===== src/sv/brv_pkg.sv =====
// Shared constants, field widths and status types for the breath rate/volume detector.
// No dependencies; imported by brv_div and breath_rate_volume_detector_top.
package brv_pkg;

   // input word fields
   localparam int SAMPLE_W  = 12;
   localparam int ELAPSED_W = 32;
   localparam int REQ_DATA_W = 48;            // 44 field bits padded to whole bytes

   // result word fields
   localparam int VOL_W  = 16;
   localparam int CNT_W  = 6;
   localparam int RSP_DATA_W = 24;            // 23 field bits padded to whole bytes

   // configuration register widths
   localparam int GAIN_W = 5;
   localparam int THR_W  = 16;
   localparam int CSR_IDX_W  = 3;
   localparam int CSR_DATA_W = 16;

   localparam logic [CSR_IDX_W-1:0] CSR_ADC_GAIN       = 3'd0;
   localparam logic [CSR_IDX_W-1:0] CSR_RATE_THRESHOLD = 3'd1;
   localparam logic [CSR_IDX_W-1:0] CSR_COUNT_LOW      = 3'd2;
   localparam logic [CSR_IDX_W-1:0] CSR_COUNT_HIGH     = 3'd3;
   localparam logic [CSR_IDX_W-1:0] CSR_MAX_VOLUME     = 3'd4;

   // datapath
   localparam int SCALED_W = 16;
   localparam int RATE_W   = 16;
   localparam logic [RATE_W-1:0] RATE_SAT = '1;

   // flag ring
   localparam int DEPTH  = 32;
   localparam int SLOT_W = (DEPTH > 1) ? $clog2(DEPTH) : 1;
   localparam int WCNT_W = SLOT_W;            // count never exceeds DEPTH-1
   localparam int CMP_W  = (WCNT_W > CNT_W) ? WCNT_W : CNT_W;

   // divider status
   typedef struct packed {
      logic busy;
      logic done;
   } brv_div_stat_type;

endpackage


===== src/sv/brv_div.sv =====
// Restoring radix-2 divider: 16-bit dividend by 32-bit divisor, one quotient bit a cycle.
// Depends on brv_pkg for widths and the status struct.
module brv_div (
   input  logic                              clock,
   input  logic                              reset,
   input  logic                              start,
   input  logic [brv_pkg::SCALED_W-1:0]      dividend,
   input  logic [brv_pkg::ELAPSED_W-1:0]     divisor,
   output logic [brv_pkg::RATE_W-1:0]        quotient,
   output brv_pkg::brv_div_stat_type         stat
);
   import brv_pkg::*;

   localparam int ITER_W = $clog2(SCALED_W + 1);

   logic [SCALED_W-1:0]  dvd_ff, dvd_in;    // dividend bits out, quotient bits in
   logic [SCALED_W-1:0]  rem_ff, rem_in;
   logic [ELAPSED_W-1:0] dsr_ff, dsr_in;
   logic [ITER_W-1:0]    iter_ff, iter_in;
   logic                 busy_ff, busy_in;
   logic                 done_ff, done_in;

   logic [SCALED_W:0]    shifted;
   logic                 ge;

   // remainder stays below 2^16, so the trial value fits 17 bits
   assign shifted = {rem_ff, dvd_ff[SCALED_W-1]};
   assign ge      = {{(ELAPSED_W-SCALED_W-1){1'b0}}, shifted} >= dsr_ff;

   always_comb begin
      dvd_in  = dvd_ff;
      rem_in  = rem_ff;
      dsr_in  = dsr_ff;
      iter_in = iter_ff;
      busy_in = busy_ff;
      done_in = 1'b0;
      if (start) begin
         dvd_in  = dividend;
         rem_in  = '0;
         dsr_in  = divisor;
         iter_in = ITER_W'(SCALED_W);
         busy_in = 1'b1;
      end else if (busy_ff) begin
         rem_in  = ge ? SCALED_W'(shifted - dsr_ff[SCALED_W:0]) : shifted[SCALED_W-1:0];
         dvd_in  = {dvd_ff[SCALED_W-2:0], ge};
         iter_in = iter_ff - ITER_W'(1);
         if (iter_ff == ITER_W'(1)) begin
            busy_in = 1'b0;
            done_in = 1'b1;
         end
      end
   end

   always_ff @(posedge clock) begin
      if (reset) begin
         busy_ff <= 1'b0;
         done_ff <= 1'b0;
         iter_ff <= '0;
      end else begin
         busy_ff <= busy_in;
         done_ff <= done_in;
         iter_ff <= iter_in;
      end
   end

   always_ff @(posedge clock) begin
      dvd_ff <= dvd_in;
      rem_ff <= rem_in;
      dsr_ff <= dsr_in;
   end

   assign quotient  = dvd_ff;
   assign stat.busy = busy_ff;
   assign stat.done = done_ff;

endmodule


===== src/sv/breath_rate_volume_detector_top.sv =====
// Breath rate and volume detector, top level: sequencer, flag ring, count and volume map.
// Depends on brv_pkg and brv_div.
//
//  channel | dir | handshake             | payload
//  --------+-----+-----------------------+-------------------------------------------
//  req_    | in  | req_tvalid/req_tready | tdata: sample[11:0], elapsed_us[43:12]
//  rsp_    | out | rsp_tvalid/rsp_tready | tdata: volume[15:0], active_count[21:16],
//          |     |                       |        rate_active[22]
//  csr_    | in  | csr_we                | csr_index, csr_wdata (write only)
//
// One word is in flight at a time. A word with nonzero elapsed time goes through scale,
// delta, divider launch, one-bit divider steps (one per quotient bit), the done cycle,
// flag and output steps. A zero elapsed time skips the divider, going from delta to flag.
// The sequencer is ready for the next word in the cycle after the result is loaded.
// The result sits in an output register; if it is not taken the sequencer holds in its
// last step, and the next word is taken once the result register has been loaded.
// Synchronous active-high reset loads config defaults and clears state, ring and count.
module breath_rate_volume_detector_top (
   input  logic                            clock,
   input  logic                            reset,
   // sample[11:0], elapsed_us[43:12], zero pad
   input  logic [brv_pkg::REQ_DATA_W-1:0]  req_tdata,
   input  logic                            req_tvalid,
   output logic                            req_tready,
   // volume[15:0], active_count[21:16], rate_active[22], zero pad
   output logic [brv_pkg::RSP_DATA_W-1:0]  rsp_tdata,
   output logic                            rsp_tvalid,
   input  logic                            rsp_tready,
   input  logic                            csr_we,
   input  logic [brv_pkg::CSR_IDX_W-1:0]   csr_index,
   input  logic [brv_pkg::CSR_DATA_W-1:0]  csr_wdata
);
   import brv_pkg::*;

   localparam logic [2:0] ST_IDLE  = 3'd0;   // wait for a word
   localparam logic [2:0] ST_SCALE = 3'd1;   // sample * gain
   localparam logic [2:0] ST_DELTA = 3'd2;   // |scaled - prev|
   localparam logic [2:0] ST_DIV   = 3'd3;   // kick divider, wait for quotient
   localparam logic [2:0] ST_FLAG  = 3'd4;   // threshold, ring, count
   localparam logic [2:0] ST_OUT   = 3'd5;   // volume map, load result

   logic [2:0] state_ff, state_in;

   // config
   logic [GAIN_W-1:0] gain_ff, gain_in;
   logic [THR_W-1:0]  thr_ff, thr_in;
   logic [CNT_W-1:0]  low_ff, low_in;
   logic [CNT_W-1:0]  high_ff, high_in;
   logic [VOL_W-1:0]  maxv_ff, maxv_in;

   // working registers
   logic [SAMPLE_W-1:0]  sample_ff, sample_in;
   logic [ELAPSED_W-1:0] elapsed_ff, elapsed_in;
   logic [SCALED_W-1:0]  scaled_ff, scaled_in;
   logic [SCALED_W-1:0]  prev_ff, prev_in;
   logic [SCALED_W-1:0]  delta_ff, delta_in;
   logic [RATE_W-1:0]    rate_ff, rate_in;
   logic                 flag_ff, flag_in;

   // ring and count
   logic [DEPTH-1:0]  flags_ff, flags_in;
   logic [SLOT_W-1:0] slot_ff, slot_in;
   logic [WCNT_W-1:0] wcnt_ff, wcnt_in;

   // result register
   logic [RSP_DATA_W-1:0] rsp_data_ff, rsp_data_in;
   logic                  rsp_valid_ff, rsp_valid_in;

   // divider
   logic                 div_start;
   logic [RATE_W-1:0]    div_quo;
   brv_div_stat_type     div_stat;

   // one-shot guard so the divider starts once per word
   logic dly_started_ff, dly_started_in;

   logic [SLOT_W-1:0] next_slot;
   logic              old_flag;
   logic              new_flag;
   logic [CMP_W-1:0]  cmp_cnt, cmp_low, cmp_high;
   logic [VOL_W-1:0]  volume;
   logic              out_free;

   brv_div u_div (
      .clock    (clock),
      .reset    (reset),
      .start    (div_start),
      .dividend (delta_ff),
      .divisor  (elapsed_ff),
      .quotient (div_quo),
      .stat     (div_stat)
   );

   assign next_slot = (slot_ff == SLOT_W'(DEPTH - 1)) ? '0 : slot_ff + SLOT_W'(1);
   assign old_flag  = flags_ff[next_slot];   // oldest flag, distinct from slot_ff
   assign new_flag  = rate_ff > thr_ff;

   // volume from the updated count
   assign cmp_cnt  = CMP_W'(wcnt_ff);
   assign cmp_low  = CMP_W'(low_ff);
   assign cmp_high = CMP_W'(high_ff);
   always_comb begin
      priority if (cmp_cnt <= cmp_low) begin
         volume = '0;
      end else if (cmp_cnt <= cmp_high) begin
         volume = VOL_W'(cmp_cnt - cmp_low);
      end else begin
         volume = maxv_ff;
      end
   end

   assign out_free   = !rsp_valid_ff || rsp_tready;
   assign req_tready = (state_ff == ST_IDLE);

   assign dly_started_in = (state_ff == ST_DIV) && !div_stat.done;

   always_comb begin
      state_in     = state_ff;
      gain_in      = gain_ff;
      thr_in       = thr_ff;
      low_in       = low_ff;
      high_in      = high_ff;
      maxv_in      = maxv_ff;
      sample_in    = sample_ff;
      elapsed_in   = elapsed_ff;
      scaled_in    = scaled_ff;
      prev_in      = prev_ff;
      delta_in     = delta_ff;
      rate_in      = rate_ff;
      flag_in      = flag_ff;
      flags_in     = flags_ff;
      slot_in      = slot_ff;
      wcnt_in      = wcnt_ff;
      rsp_data_in  = rsp_data_ff;
      rsp_valid_in = rsp_valid_ff && !rsp_tready;
      div_start    = 1'b0;

      if (csr_we) begin
         unique case (csr_index)
            CSR_ADC_GAIN:       gain_in = csr_wdata[GAIN_W-1:0];
            CSR_RATE_THRESHOLD: thr_in  = csr_wdata[THR_W-1:0];
            CSR_COUNT_LOW:      low_in  = csr_wdata[CNT_W-1:0];
            CSR_COUNT_HIGH:     high_in = csr_wdata[CNT_W-1:0];
            CSR_MAX_VOLUME:     maxv_in = csr_wdata[VOL_W-1:0];
            default: ;
         endcase
      end

      unique case (state_ff)
         ST_IDLE: begin
            if (req_tvalid) begin
               sample_in  = req_tdata[SAMPLE_W-1:0];
               elapsed_in = req_tdata[SAMPLE_W +: ELAPSED_W];
               state_in   = ST_SCALE;
            end
         end
         ST_SCALE: begin
            // product is at most 17 bits; keep the low 16
            scaled_in = SCALED_W'(sample_ff * gain_ff);
            state_in  = ST_DELTA;
         end
         ST_DELTA: begin
            delta_in = (scaled_ff >= prev_ff) ? scaled_ff - prev_ff : prev_ff - scaled_ff;
            if (elapsed_ff == '0) begin
               rate_in  = RATE_SAT;
               state_in = ST_FLAG;
            end else begin
               state_in = ST_DIV;
            end
         end
         ST_DIV: begin
            if (div_stat.done) begin
               rate_in  = div_quo;
               state_in = ST_FLAG;
            end
         end
         ST_FLAG: begin
            flag_in           = new_flag;
            flags_in[slot_ff] = new_flag;
            slot_in           = next_slot;
            if (new_flag && !old_flag) begin
               wcnt_in = wcnt_ff + WCNT_W'(1);
            end else if (!new_flag && old_flag) begin
               wcnt_in = wcnt_ff - WCNT_W'(1);
            end
            state_in = ST_OUT;
         end
         ST_OUT: begin
            if (out_free) begin
               rsp_data_in  = {1'b0, flag_ff, CNT_W'(wcnt_ff), volume};
               rsp_valid_in = 1'b1;
               prev_in      = scaled_ff;
               state_in     = ST_IDLE;
            end
         end
         default: state_in = ST_IDLE;
      endcase

      // divider launched in the first wait cycle; delta_ff was loaded in the delta step
      div_start = (state_ff == ST_DIV) && !div_stat.busy && !div_stat.done
                  && (state_in == ST_DIV) && !dly_started_ff;
   end

   always_ff @(posedge clock) begin
      if (reset) begin
         state_ff       <= ST_IDLE;
         gain_ff        <= GAIN_W'(1);
         thr_ff         <= '0;
         low_ff         <= '0;
         high_ff        <= CNT_W'(32);
         maxv_ff        <= '1;
         prev_ff        <= '0;
         flags_ff       <= '0;
         slot_ff        <= '0;
         wcnt_ff        <= '0;
         rsp_valid_ff   <= 1'b0;
         dly_started_ff <= 1'b0;
      end else begin
         state_ff       <= state_in;
         gain_ff        <= gain_in;
         thr_ff         <= thr_in;
         low_ff         <= low_in;
         high_ff        <= high_in;
         maxv_ff        <= maxv_in;
         prev_ff        <= prev_in;
         flags_ff       <= flags_in;
         slot_ff        <= slot_in;
         wcnt_ff        <= wcnt_in;
         rsp_valid_ff   <= rsp_valid_in;
         dly_started_ff <= dly_started_in;
      end
   end

   always_ff @(posedge clock) begin
      sample_ff   <= sample_in;
      elapsed_ff  <= elapsed_in;
      scaled_ff   <= scaled_in;
      delta_ff    <= delta_in;
      rate_ff     <= rate_in;
      flag_ff     <= flag_in;
      rsp_data_ff <= rsp_data_in;
   end

   assign rsp_tdata  = rsp_data_ff;
   assign rsp_tvalid = rsp_valid_ff;

endmodule


===== config.mk =====
export PLATFORM = sky130hd
export DESIGN_NAME = breath_rate_volume_detector_top
export DESIGN_NICKNAME = d
export VERILOG_FILES = /design/src/sv/brv_pkg.sv /design/src/sv/brv_div.sv /design/src/sv/breath_rate_volume_detector_top.sv
export SDC_FILE = /design/constraint.sdc
export NUM_CORES = 1
export LEC_CHECK = 0
export BUFFER_PORTS_ARGS = -buffer_cell sky130_fd_sc_hd__buf_2
export CAP_MARGIN = 25
export CORE_UTILIZATION = 25
export DETAILED_ROUTE_END_ITERATION = 16
export GPL_TIMING_DRIVEN = 1
export HOLD_SLACK_MARGIN = 0.03
export SLEW_MARGIN = 0
export SYNTH_ARGS = -nofsm -noshare
export SYNTH_HDL_FRONTEND = slang
export SYNTH_SLANG_ARGS = --single-unit
export TNS_END_PERCENT = 30

===== constraint.sdc =====
create_clock -name clock -period 3.92 [get_ports clock]
set_input_delay 0 -clock clock [delete_from_list [all_inputs] [get_ports clock]]
set_output_delay 0 -clock clock [all_outputs]
set_load 0.02 [all_outputs]

==> metrics.sh, run 1 <==
LEADING_CELL_TYPE_IN_THE_LAYOUT_FILL_AND_TAPS_EXCLUDED='sky130_fd_sc_hd__nand2_1'
INPUT_OUTPUT_BUFFERS=91
YOSYSTOPAREACELL='sky130_fd_sc_hd__edfxtp_1'
WORST-ENDPOINT-REQUIRED_NS=4.22
SEQUENTIAL_SHARE_OF_THE_SYNTHESIZED_AREA_PCT=47.0
START_UTIL_PCT=25.5
ROUTE.ANTENNA.REMAINING_NETS=0
MIN_CYCLE_TIME_LAYOUT_NS=4.04
SETUP_VIOLATIONS=3
CTSROOTBUFFERMASTER='sky130_fd_sc_hd__clkbuf_16'
DR_TOTAL_VIAS=12000
GRT_ANTENNA_BEFORE_REPAIR=0
POST_ROUTE_CELLS_DRIVE_ABOVE_1_SHARE_PCT=14.2
GRT_OVERFLOW_TOTAL=0
DIE_W_UM=256
CP-END-KIND='flop'
CTS_NUM_SINKS=298
MAX_CLOCK_FREQ_MHz=247
SYNTH.AVG_CELL_AREA_SQ_UM=9.85
NUMBER_OF_FLOPS_MAPPED_TO_ENABLE_CELLS_BY_YOSYS=163
DETAILEDPLACEMENTHPWL_UM=25700
SYNTHCELLS=1641
R2R.WORST_PATH.CELLS=14
LEAKAGE_nW=7.92
CHIPHEIGHT_UM=256
MAXSLEWVIOLCOUNT=0
ANTENNA_FIX_CELLS=0
NORMALIZED_MAX_SLEW_MARGIN_PCT=41.7
MIN-DELAY-PATH-CLASS='input pin to flop'
TIMING_HOLD_VIOLATIONS_FINAL=0
POWER.IR.VDD_WORST_mV=0.327
POSTSYNTH.TOPFLOPCELL='sky130_fd_sc_hd__edfxtp_1'
MAX_CAP_VIOLATIONS=0
POST-ROUTE-DRC-COUNT=0
FP.COREAREA_SQ_UM=63400
PIN_COUNT_OF_THE_BIGGEST_NET_ENTERING_GLOBAL_ROUTING=77
GROUTE.USAGE.OVERALL_PCT=11.1
WORST-SETUP-PATH-TYPE='flop to flop'
STATUS='finished, violations left'
NUMBER_OF_BUFFERS_ADDED_BY_THE_CLOCK_TREE_SYNTHESIS_STEP=36
SYNTHTOPCELLSBYAREA='sky130_fd_sc_hd__edfxtp_1 30%, sky130_fd_sc_hd__dfxtp_1 17%, sky130_fd_sc_hd__ha_1 8.4%'
POST-PLACE-WS_NS=-0.190
COMBINED_AREA_OF_ALL_SYNTHESIZED_CELLS_SQ_UM=16200
VIOLATIONS_IN_THE_FINAL_REPORTS='negative setup slack'
AVG_WL_PER_CELL_UM=13.3
FINALWIRELENGTH_UM=36000
CTS.CLK_SLEW.WORST_PATHS_NS=0.06
PLACEMENTROWS=92
NUM_IO_PINS=98
INSERTION_DELAY_OF_THE_LATER_CLOCKED_PIN_IN_THE_WORST_SKEW_PAIR_NS=0.57
FINALWEIGHTEDCONGESTION=0.841
DIE_AREA_SQ_UM=65700
FINAL_CELL_MIX='246 x sky130_fd_sc_hd__nand2_1, 163 x sky130_fd_sc_hd__edfxtp_1, 134 x sky130_fd_sc_hd__inv_1'
SYNTHTOLAYOUTAREAGROWTH_PCT=23.3
TOTAL_POWER_mW=8.73
TIMING.CRITICAL_PATH.FANOUT_MAX=4
CTS_TREE='done'
PIN_SLEW_WITH_THE_LEAST_HEADROOM_TO_ITS_LIMIT_NS=0.873
DESIGN.FINAL.NETS=2048
DETAILEDROUTE.FIRSTPASSITERATIONCOUNT=7
CRITPATHARRIVALTIME_NS=4.34
POWER-PER-CELL-AREA_nW_PER_UM2=438
WORST_HOLD_PATH.NUM_CELLS=4
SYNTHDISTINCTLIBCELLS=77
NUM-FILL-CELLS=6435
GRT_PASS1_WL_UM=60300
LAYOUT_SETUP_WS_NS=-0.121
SYNTH_TOP_AREA_SHARE_PCT=30.3
FIRST_GLOBAL_VIAS=12100
YOSYSWARNINGCOUNT=0
SEQ_AREA_SQ_UM=7600
MULTIINPUTGATEAREA_SQ_UM=7890
FIRST_ITER_VIOLATIONS=615
CRITICAL_PATH.STARTPOINT_TYPE='flop'
YS_ASYNC_SR_FRACTION_PCT=0
CTSHTREEMAXLEVEL=2
YS_FF_LATCH=298
CLOCK_PATH_BUFFERS=3
GRT_SETUP_UNREPAIRED='yes'
FINAL.SETUP.TNS_NS=-0.264
ROUTE.DETAILED.VIAS_PER_INST=4.44
FINAL.PERIOD_UTILIZATION_PCT=103
WORST_CLOCK_SKEW_NS=0.0397
-- stage by stage --
step	util (%)	instance area (sq um)	hold WS (ns)	instances
after detailed placement	28.2	17900	0.178	2567
after global routing	31.4	19900	0.132	2705
after CTS	31.3	19900	0.0674	2702
after global placement	28.2	17900	0.177	2567
final	31.4	19900	0.0961	2705
after floorplan	-	16300	0.0989	1642
-- cells in the mapped netlist (34+ instances only) --
| library cell | n |
|---|---|
| sky130_fd_sc_hd__nand2_1 | 249 |
| sky130_fd_sc_hd__edfxtp_1 | 163 |
| sky130_fd_sc_hd__inv_1 | 138 |
| sky130_fd_sc_hd__dfxtp_1 | 135 |
| sky130_fd_sc_hd__a21oi_1 | 126 |
| sky130_fd_sc_hd__nor2_1 | 114 |
| sky130_fd_sc_hd__ha_1 | 109 |
| sky130_fd_sc_hd__clkbuf_1 | 52 |
| sky130_fd_sc_hd__and2_1 | 48 |
| sky130_fd_sc_hd__mux2i_1 | 46 |
| sky130_fd_sc_hd__nor3_1 | 46 |
| sky130_fd_sc_hd__fa_1 | 34 |
| sky130_fd_sc_hd__xnor2_1 | 34 |
-- critical path, stage by stage, from the launching register on --
cell and delay [ns]:
sky130_fd_sc_hd__edfxtp_1 0.47, sky130_fd_sc_hd__buf_4 0.18, sky130_fd_sc_hd__and2_4 0.13, sky130_fd_sc_hd__fa_2 0.42, sky130_fd_sc_hd__fa_1 0.49, sky130_fd_sc_hd__inv_1 0.05
sky130_fd_sc_hd__fa_1 0.49, sky130_fd_sc_hd__inv_2 0.05, sky130_fd_sc_hd__ha_4 0.20, sky130_fd_sc_hd__nor2b_4 0.12, sky130_fd_sc_hd__or4_4 0.44, sky130_fd_sc_hd__a2111oi_4 0.44
sky130_fd_sc_hd__nor3b_2 0.09, sky130_fd_sc_hd__nor3_2 0.13, sky130_fd_sc_hd__xnor2_1 0.08
-- final cells by class --
type / count / share of cell area, %
clock buffers: 52 / 5.29
clock inverters: 12 / 0.973
inverters: 140 / 2.64
multi-input cells: 1135 / 39.6
flip-flops and latches: 298 / 38.1
well taps: 846 / 5.31
repair buffers: 222 / 8.08
-- repair_timing --
action	in CTS	in global routing
resized for setup	12	7
endpoints found under the setup margin	5	7
buffers inserted	4	2
hold buffers	68	0
pin swaps	24	10
endpoints found under the hold margin	101	0
-- path summary, 6_finish.rpt --
| path | start | end | slack [ns] |
|---|---|---|---|
| worst min-delay path | csr_index[2] | cmp_high[5] | 0.1 |
| worst max-delay path | sample_ff[1] | scaled_ff[15] | -0.12 |
| worst min register to register | flag_ff | rsp_tdata[22] | 0.42 |
| worst max register to register | sample_ff[1] | scaled_ff[15] | -0.12 |
-- cells by family (layout without fill, tap and decap cells) --
| group | after synthesis | in the layout | synth area share [%] |
|---|---|---|---|
| other cells | 1 | 2 | 0.0232 |
| fa+ha+maj | 143 | 143 | 12.6 |
| buf+inv | 209 | 426 | 5.10 |
| flops | 298 | 298 | 47.0 |
| mux | 51 | 51 | 3.48 |
| simple gates | 613 | 613 | 18.1 |
| compound gates | 276 | 276 | 11.0 |
| xor+xnor | 50 | 50 | 2.71 |
-- layer usage --
layer	GRT usage, %	routed length (um)	part of all wire (%)
met2	19.0	17400	48
met4	3.59	754	2.1
met3	1.98	1470	4.1
met1	13.9	16400	46
met5	0	0	0
-- power breakdown --
| part | leakage (nW) | switching [mW] | total [mW] | internal (mW) |
|---|---|---|---|---|
| combinational | 4.69 | 0.818 | 1.49 | 0.674 |
| sequential | 2.63 | 0.157 | 3.74 | 3.58 |
| clock | 0.600 | 1.40 | 3.50 | 2.10 |
| total | 7.92 | 2.37 | 8.73 | 6.35 |
-- state kept, by name (all words and copies together) (netlist names), 5 cells and up --
| register | flops |
|---|---|
| cmp_high | 6 |
| cmp_low | 6 |
| delta_ff | 16 |
| elapsed_ff | 32 |
| flags_ff | 32 |
| gain_ff | 5 |
| maxv_ff | 16 |
| prev_ff | 16 |
| rate_ff | 16 |
| rsp_tdata | 22 |
| sample_ff | 12 |
| scaled_ff | 16 |
| slot_ff | 5 |
| thr_ff | 16 |
| u_div.dsr_ff | 32 |
| u_div.iter_ff | 5 |
| u_div.quotient | 16 |
| u_div.rem_ff | 16 |
| wcnt_ff | 5 |
Note: power is estimated with default switching activity, not from simulation.
==> run 2, diff against run 1 <==
- SYNTH_HIERARCHICAL: default -> 1
- clock period: 3.92 -> 4.1 ns (I/O delays scaled with it)
==> run 2 against run 1 <==
Compared with the run above: the flow now finishes without violations; total power decreased by 3.2%; critical endpoint is now scaled_ff[14]; core utilization fell by 0.72 points; critical path depth rose by 2; largest power group unchanged; synthesized cell count down 1.6%; non-clock buffer count shrank 32; final cell count is 2.7% lower.
==> metrics.sh, run 2 <==
MAXSLEWVIOLCOUNT=0  # unchanged
SYNTHTOPCELLSBYAREA='sky130_fd_sc_hd__edfxtp_1 30%, sky130_fd_sc_hd__dfxtp_1 16%, sky130_fd_sc_hd__ha_1 8.3%'
TIMING.CRITICAL_PATH.FANOUT_MAX=3  # -1
MIN_CYCLE_TIME_LAYOUT_NS=3.98  # -0.0599 ns
POST_ROUTE_CELLS_DRIVE_ABOVE_1_SHARE_PCT=14.9  # +0.70 points
CRITPATHARRIVALTIME_NS=4.29  # -0.05 ns
CTSHTREEMAXLEVEL=2  # unchanged
SYNTH.CELLS.MOST_FREQUENT='208 x sky130_fd_sc_hd__nand2_1, 163 x sky130_fd_sc_hd__edfxtp_1, 138 x sky130_fd_sc_hd__inv_1'
GRT_PASS1_WL_UM=60400  # about the same
YS_ASYNC_SR_FRACTION_PCT=0  # unchanged
LAYOUTNONFILLERINSTCOUNT=2633  # -2.7%
NUM_IO_PINS=98  # unchanged
LAYOUT_SETUP_WS_NS=0.119  # +0.240 ns
FINALCOREUTILIZATION_PCT=30.7  # -0.72 points
DIE_AREA_SQ_UM=66800  # +1.8%
TOTAL_POWER_mW=8.45  # -3.2%
NUMBER_OF_BUFFERS_ADDED_BY_THE_CLOCK_TREE_SYNTHESIS_STEP=35  # -2.8%
POST-PLACE-WS_NS=-0.118  # +0.0724 ns
WORST-ENDPOINT-REQUIRED_NS=4.41  # +0.19 ns
POSTSYNTH.TOPFLOPCELL='sky130_fd_sc_hd__edfxtp_1'
GRT_SETUP_UNREPAIRED='yes'
SYNTH.AVG_CELL_AREA_SQ_UM=10.2  # +3.5%
DETAILEDROUTE.FIRSTPASSITERATIONCOUNT=5  # -2
DESIGN.FINAL.NETS=1966  # -4.0%
TIMING_HOLD_VIOLATIONS_FINAL=0  # unchanged
CHIPHEIGHT_UM=259  # +0.89%
SYNTH_MOST_COMMON_CELL='sky130_fd_sc_hd__nand2_1'
COMBINED_AREA_OF_ALL_SYNTHESIZED_CELLS_SQ_UM=16500  # +1.8%
DR_TOTAL_VIAS=11900  # -0.53%
LEAKAGE_nW=7.65  # -3.4%
CRITICAL_PATH.STARTPOINT_TYPE='flop'
REG.LARGEST.LIST='elapsed_ff (32), flags_ff (32), u_div/dsr_ff (32)'
WORST_CLOCK_SKEW_NS=0.0329  # -0.00677 ns
YOSYSTOPAREACELL='sky130_fd_sc_hd__edfxtp_1'
POWER-PER-CELL-AREA_nW_PER_UM2=425  # -2.9%
AVG_WL_PER_CELL_UM=13.9  # +4.8%
GRT_ANTENNA_BEFORE_REPAIR=0  # unchanged
PIN_COUNT_OF_THE_BIGGEST_NET_ENTERING_GLOBAL_ROUTING=102  # +32%
NUMBER_OF_FLOPS_MAPPED_TO_ENABLE_CELLS_BY_YOSYS=163  # unchanged
CTS_NUM_SINKS=298  # unchanged
CP-END-KIND='flop'
INSERTION_DELAY_OF_THE_LATER_CLOCKED_PIN_IN_THE_WORST_SKEW_PAIR_NS=0.56  # about the same
FINALWEIGHTEDCONGESTION=0.843  # +0.26%
SYNTHDISTINCTLIBCELLS=73  # -5.2%
START_UTIL_PCT=25.4  # -0.052 points
POST-ROUTE-DRC-COUNT=0  # unchanged
FINALWIRELENGTH_UM=36700  # +2.1%
PIN_SLEW_WITH_THE_LEAST_HEADROOM_TO_ITS_LIMIT_NS=0.983  # +0.110 ns
WORST-SETUP-PATH-TYPE='flop to flop'
MAX_CLOCK_FREQ_MHz=251  # +1.5%
DESIGN_AREA_SQ_UM=19900  # -0.32%
STATUS='complete, no violations'
SEQUENTIAL_SHARE_OF_THE_SYNTHESIZED_AREA_PCT=46.2  # -0.83 points
ROUTE.DETAILED.VIAS_PER_INST=4.53  # +2.2%
NORMALIZED_MAX_SLEW_MARGIN_PCT=34.4  # -7.2 points
GROUTE.USAGE.OVERALL_PCT=11.0  # -0.075 points
MAX_CAP_VIOLATIONS=0  # unchanged
PLACEMENTROWS=93  # +1.1%
YS_FF_LATCH=298  # unchanged
POWER.IR.VDD_WORST_mV=0.243  # -26%
DETAILEDPLACEMENTHPWL_UM=26100  # +1.5%
GRT_OVERFLOW_TOTAL=0  # unchanged
CTS.CLK_SLEW.WORST_PATHS_NS=0.07  # about the same
ROUTE.ANTENNA.REMAINING_NETS=0  # unchanged
FIRST_ITER_VIOLATIONS=622  # +1.1%
YOSYSWARNINGCOUNT=6  # +6
FIRST_GLOBAL_VIAS=11900  # -1.4%
SYNTHCELLS=1614  # -1.6%
FP.COREAREA_SQ_UM=64700  # +2.0%
DIE_W_UM=259  # +0.89%
MIN-DELAY-PATH-CLASS='input pin to flop'
PLACED_AREA_SQ_UM=17800  # -0.68%
CTS_TREE='done'
INPUT_OUTPUT_BUFFERS=91  # unchanged
FINAL_CELL_MIX='208 x sky130_fd_sc_hd__nand2_1, 163 x sky130_fd_sc_hd__edfxtp_1, 136 x sky130_fd_sc_hd__inv_1'
CTSROOTBUFFERMASTER='sky130_fd_sc_hd__clkbuf_16'
SYNTH_TOP_AREA_SHARE_PCT=29.8  # -0.53 points
CLOCK_PATH_BUFFERS=3  # unchanged
FINAL.PERIOD_UTILIZATION_PCT=97.1  # -6.0 points
SYNTHTOLAYOUTAREAGROWTH_PCT=20.8
SETUP_VIOLATIONS=0  # -3
ANTENNA_FIX_CELLS=0  # unchanged
LEADING_CELL_TYPE_IN_THE_LAYOUT_FILL_AND_TAPS_EXCLUDED='sky130_fd_sc_hd__nand2_1'
POST-PLACE-CELLS=2494  # -2.8%
==> run 2: changes by cell type after synthesis, moves of 8 or more <==
cell	change
sky130_fd_sc_hd__nand4_1	+9
sky130_fd_sc_hd__nand2_1	-41
sky130_fd_sc_hd__a21oi_1	-23
sky130_fd_sc_hd__o21ai_0	+8
sky130_fd_sc_hd__nor2_1	-40
sky130_fd_sc_hd__mux2i_1	-15
sky130_fd_sc_hd__nand3b_1	+30
sky130_fd_sc_hd__mux2_2	+17
sky130_fd_sc_hd__o41ai_1	+31
sky130_fd_sc_hd__clkbuf_1	+9
sky130_fd_sc_hd__buf_4	+8
sky130_fd_sc_hd__nor3_1	-32
sky130_fd_sc_hd__or2_2	+13
sky130_fd_sc_hd__nand2b_1	-11
==> run 2: timing repair <==
| action | 4_1_cts | 5_1_grt |
|---|---|---|
| hold endpoints to repair | 95 | 0 |
| hold buffers | 62 | 0 |
| buffers inserted | 6 | 6 |
| pin swaps | 5 | 18 |
| endpoints found under the setup margin | 2 | 5 |
| gates resized for setup | 10 | 17 |
==> run 2: path summary, 6_finish.rpt <==
path | start | end | slack, ns | cells past startpoint
worst max-delay path | sample_ff[4] | scaled_ff[14] | 0.12 | 16
worst min-delay path | reset | u_div/busy_ff | 0.02 | 2
worst max register to register | sample_ff[4] | scaled_ff[14] | 0.12 | 16
worst min register to register | flag_ff | rsp_tdata[22] | 0.42 | 0
==> run 2: cells by family after synthesis <==
family          share of synthesized area (%)
mux                                      4.40
fa+ha+maj                                12.4
other cells                            0.0228
flops                                    46.2
compound gates                           12.2
xor+xnor                                 2.87
buf+inv                                  5.71
simple gates                             16.2
==> run 2: area by class of cell <==
cell class,instances,area (sq um)
multi-input combinational,1086,8050
inverter,140,526
fill,6632,44800
tap,855,1070
clock inverter,21,323
sequential,298,7600
clock buffer,43,927
timing repair buffer,190,1370
==> run 2: power breakdown <==
group | internal [mW] | leakage, nW | switching (mW)
Sequential | 3.42 | 2.63 | 0.158
Clock | 2.03 | 0.590 | 1.31
Combinational | 0.654 | 4.43 | 0.873
Total | 6.11 | 7.65 | 2.34
==> run 2: metrics by stage <==
step / setup TNS (ns) / hold WS (ns)
floorplan: 0 / 0.0691
global placement: 0 / 0.178
detailed placement: -0.179 / 0.178
CTS: 0 / 0.0534
global route: -0.0631 / 0.0622
finish: 0 / 0.0170
==> run 2: per-layer routing <==
| layer | GRT usage [%] | vias up | routed length, um |
|---|---|---|---|
| met4 | 3.57 | 0 | 920 |
| li1 | - | 5956 | - |
| met3 | 2.05 | 56 | 1470 |
| met5 | 0 | - | 0 |
| met1 | 14.0 | 5703 | 16900 |
| met2 | 18.6 | 221 | 17400 |
==> run 2: critical path, stage by stage (launching register included) <==
cell,delay (ns)
sky130_fd_sc_hd__edfxtp_1,0.41
sky130_fd_sc_hd__buf_4,0.16
sky130_fd_sc_hd__and2_1,0.16
sky130_fd_sc_hd__fa_2,0.43
sky130_fd_sc_hd__fa_1,0.55
sky130_fd_sc_hd__inv_1,0.06
sky130_fd_sc_hd__fa_2,0.38
sky130_fd_sc_hd__inv_2,0.07
sky130_fd_sc_hd__ha_4,0.20
sky130_fd_sc_hd__o21a_1,0.19
sky130_fd_sc_hd__o211ai_1,0.23
sky130_fd_sc_hd__buf_4,0.16
sky130_fd_sc_hd__nor2_1,0.03
sky130_fd_sc_hd__a211o_1,0.32
sky130_fd_sc_hd__a21o_1,0.20
sky130_fd_sc_hd__a21oi_2,0.14
sky130_fd_sc_hd__xnor2_1,0.08
==> run 3, diff against run 2 <==
- clock period: 4.1 -> 4.37 ns (I/O delays scaled with it)
==> run 3 against run 2 <==
Compared with the run above: sequential cell count did not move; critical path type unchanged; non-clock buffer count fell by 15; total power fell by 6.7%; via count fell by 0.26%; combinational power fell by 8%; first-iteration DRC count rose by 6.4%; design area fell by 0.91%; largest power group unchanged; global-route usage fell by 0.090 points; final cell count fell by 0.46%; die area did not move; clock power fell by 6.6%; fmax fell by 4.8%.
==> metrics.sh, run 3 (synthesis gave the netlist of run 2 again) <==
TIMING_HOLD_VIOLATIONS_FINAL=0  # unchanged
CRITICAL_PATH.REG2REG.STARTPOINT='gain_ff[3]'
FINAL.PERIOD_UTILIZATION_PCT=95.7  # -1.4 points
PIN_SLEW_WITH_THE_LEAST_HEADROOM_TO_ITS_LIMIT_NS=0.950  # -0.0336 ns
TIMING.CRITICAL_PATH.FANOUT_MAX=8  # +5
DETAILEDPLACEMENTHPWL_UM=26400  # +0.89%
LAYOUT_SETUP_WS_NS=0.189  # +0.0696 ns
ANTENNA_FIX_CELLS=0  # unchanged
CTSHTREEMAXLEVEL=2  # unchanged
REG.LARGEST.LIST='elapsed_ff (32), flags_ff (32), u_div/dsr_ff (32)'
SETUP_VIOLATIONS=0  # unchanged
POST-ROUTE-DRC-COUNT=0  # unchanged
DIE_AREA_SQ_UM=66800  # unchanged
CP-STARTPOINT='gain_ff[3]'
CTSROOTBUFFERMASTER='sky130_fd_sc_hd__clkbuf_16'
WORST-SETUP-PATH-TYPE='flop to flop'
MAXSLEWVIOLCOUNT=0  # unchanged
WORST-ENDPOINT-REQUIRED_NS=4.65  # +0.24 ns
CTS.CLK_SLEW.WORST_PATHS_NS=0.05  # -0.02 ns
DR_TOTAL_VIAS=11900  # -0.26%
POST_ROUTE_CELLS_DRIVE_ABOVE_1_SHARE_PCT=13.0  # -1.9 points
GROUTE.USAGE.OVERALL_PCT=10.9  # -0.090 points
DESIGN.FINAL.NETS=1953  # -0.66%
MIN-DELAY-PATH-CLASS='input pin to flop'
SYNTHTOLAYOUTAREAGROWTH_PCT=19.7
LEAKAGE_nW=7.61  # -0.54%
FINALWEIGHTEDCONGESTION=0.849  # +0.69%
NORMALIZED_MAX_SLEW_MARGIN_PCT=36.7  # +2.2 points
DIE_W_UM=259  # unchanged
SEQ_POWER_SHARE_PCT=42.7  # +0.3 points
INTERNAL_POWER_mW=5.74  # -5.9%
CLOCK_POWER_SHARE_PCT=39.6  # about the same
FINALCOREUTILIZATION_PCT=30.4  # -0.28 points
NUM-FILL-CELLS=6701  # +1.0%
MIN_CYCLE_TIME_LAYOUT_NS=4.18  # +0.200 ns
POWER.IR.VDD_WORST_mV=0.208  # -14%
GRT_OVERFLOW_TOTAL=0  # unchanged
CRITPATHARRIVALTIME_NS=4.46  # +0.17 ns
START_UTIL_PCT=25.4  # unchanged
GRT_PASS1_WL_UM=60200  # -0.25%
CHIPHEIGHT_UM=259  # unchanged
PLACEMENTROWS=93  # unchanged
LEADING_CELL_TYPE_IN_THE_LAYOUT_FILL_AND_TAPS_EXCLUDED='sky130_fd_sc_hd__nand2_1'
FIRST_GLOBAL_VIAS=12000  # +0.69%
CP-END-KIND='flop'
CRITICAL_PATH.STARTPOINT_TYPE='flop'
SWITCHING_SHARE_PCT=27.2  # -0.57 points
LAYOUTNONFILLERINSTCOUNT=2621  # -0.46%
AVG_WL_PER_CELL_UM=13.9  # about the same
CTS_NUM_SINKS=298  # unchanged
MAX_CAP_VIOLATIONS=0  # unchanged
FIRST_ITER_VIOLATIONS=662  # +6.4%
REG2REG_SETUP_SLACK_NS=0.19  # +0.07 ns
NUMBER_OF_BUFFERS_ADDED_BY_THE_CLOCK_TREE_SYNTHESIS_STEP=37  # +5.7%
ROUTE.ANTENNA.REMAINING_NETS=0  # unchanged
WORST_CLOCK_SKEW_NS=0.00913  # -0.0238 ns
FP.COREAREA_SQ_UM=64700  # unchanged
INSERTION_DELAY_OF_THE_LATER_CLOCKED_PIN_IN_THE_WORST_SKEW_PAIR_NS=0.54  # -0.02 ns
CTS_TREE='done'
POST-PLACE-CELLS=2488  # -0.24%
GRT_ANTENNA_BEFORE_REPAIR=0  # unchanged
MAX_CLOCK_FREQ_MHz=239  # -4.8%
INPUT_OUTPUT_BUFFERS=91  # unchanged
POWER-PER-CELL-AREA_nW_PER_UM2=400  # -5.8%
ROUTE.DETAILED.VIAS_PER_INST=4.54  # +0.20%
POST-PLACE-WS_NS=0.167  # +0.284 ns
STATUS='complete, no violations'
NUM_IO_PINS=98  # unchanged
FINAL_CELL_MIX='208 x sky130_fd_sc_hd__nand2_1, 163 x sky130_fd_sc_hd__edfxtp_1, 138 x sky130_fd_sc_hd__inv_1'
FINALWIRELENGTH_UM=36500  # -0.46%
PIN_COUNT_OF_THE_BIGGEST_NET_ENTERING_GLOBAL_ROUTING=120  # +18%
DETAILEDROUTE.FIRSTPASSITERATIONCOUNT=5  # unchanged
NETSWITCHINGPOWER_mW=2.14  # -8.6%
CLOCK_PATH_BUFFERS=3  # unchanged
COMB_POWER_SHARE_PCT=17.7  # -0.4 points
FINAL.SETUP.TNS_NS=0  # unchanged
MIN-DELAY-START='reset'
## run 3: timing repair
| item | CTS | global route |
|---|---|---|
| hold buffers | 62 | 1 |
| hold endpoints to repair | 94 | 5 |
| endpoints found under the setup margin | 0 | 2 |
| setup buffers | 0 | 1 |
| resized for setup | 0 | 4 |
## run 3: layout make-up
| cell class | count | area, sq um | area share [%] |
|---|---|---|---|
| Sequential cell | 298 | 7600 | 38.6 |
| Clock inverter | 17 | 203 | 1.03 |
| Multi-Input combinational cell | 1086 | 7960 | 40.4 |
| Tap cell | 855 | 1070 | 5.43 |
| Clock buffer | 50 | 1060 | 5.37 |
| Timing Repair Buffer | 175 | 1280 | 6.50 |
| Inverter | 140 | 526 | 2.67 |
## run 3: power by group through the flow
stage / clock [mW] / sequential (mW) / combinational, mW
after floorplan: 0 / 3.36 / 1.04
after global routing: 3.32 / 3.39 / 1.56
after global placement: 0 / 3.42 / 1.31
after CTS: 3.22 / 3.37 / 1.38
after detailed placement: 0 / 3.43 / 1.33
final: 3.12 / 3.37 / 1.40
## run 3: through the flow
stage	instance area [sq um]	hold WS (ns)	power, mW
6_report	19700	0.00452	7.88
5_1_grt	19700	0.0366	8.27
4_1_cts	19600	0.0557	7.97
3_5_place_dp	17700	0.178	4.75
3_3_place_gp	17700	0.178	4.73
2_1_floorplan	16500	0.0691	4.41
## run 3: routing by layer
layer  part of all wire (%)  global-route usage, %  vias up
met1                     46                   13.7     5681
li1                       -                      -     5939
met2                     48                   18.8      234
met5                      0                      0        -
met4                    1.9                   3.27        0
met3                    4.9                   2.07       51
## run 3: critical path, stage by stage (launching register included)
cell,delay [ns]
sky130_fd_sc_hd__dfxtp_1,0.45
sky130_fd_sc_hd__buf_4,0.19
sky130_fd_sc_hd__and2_1,0.15
sky130_fd_sc_hd__fa_1,0.46
sky130_fd_sc_hd__fa_1,0.57
sky130_fd_sc_hd__inv_1,0.06
sky130_fd_sc_hd__fa_1,0.53
sky130_fd_sc_hd__inv_1,0.04
sky130_fd_sc_hd__ha_1,0.34
sky130_fd_sc_hd__a21oi_2,0.20
sky130_fd_sc_hd__nand2_1,0.09
sky130_fd_sc_hd__o211a_1,0.23
sky130_fd_sc_hd__a311o_1,0.35
sky130_fd_sc_hd__a21oi_1,0.17
sky130_fd_sc_hd__xnor2_1,0.08
## run 3: final timing paths
path                   endpoint  cells past startpoint
setup / recovery  scaled_ff[15]                     14
hold / removal    u_div/busy_ff                      3
setup reg to reg  scaled_ff[15]                     14
hold reg to reg   rsp_tdata[22]                      0
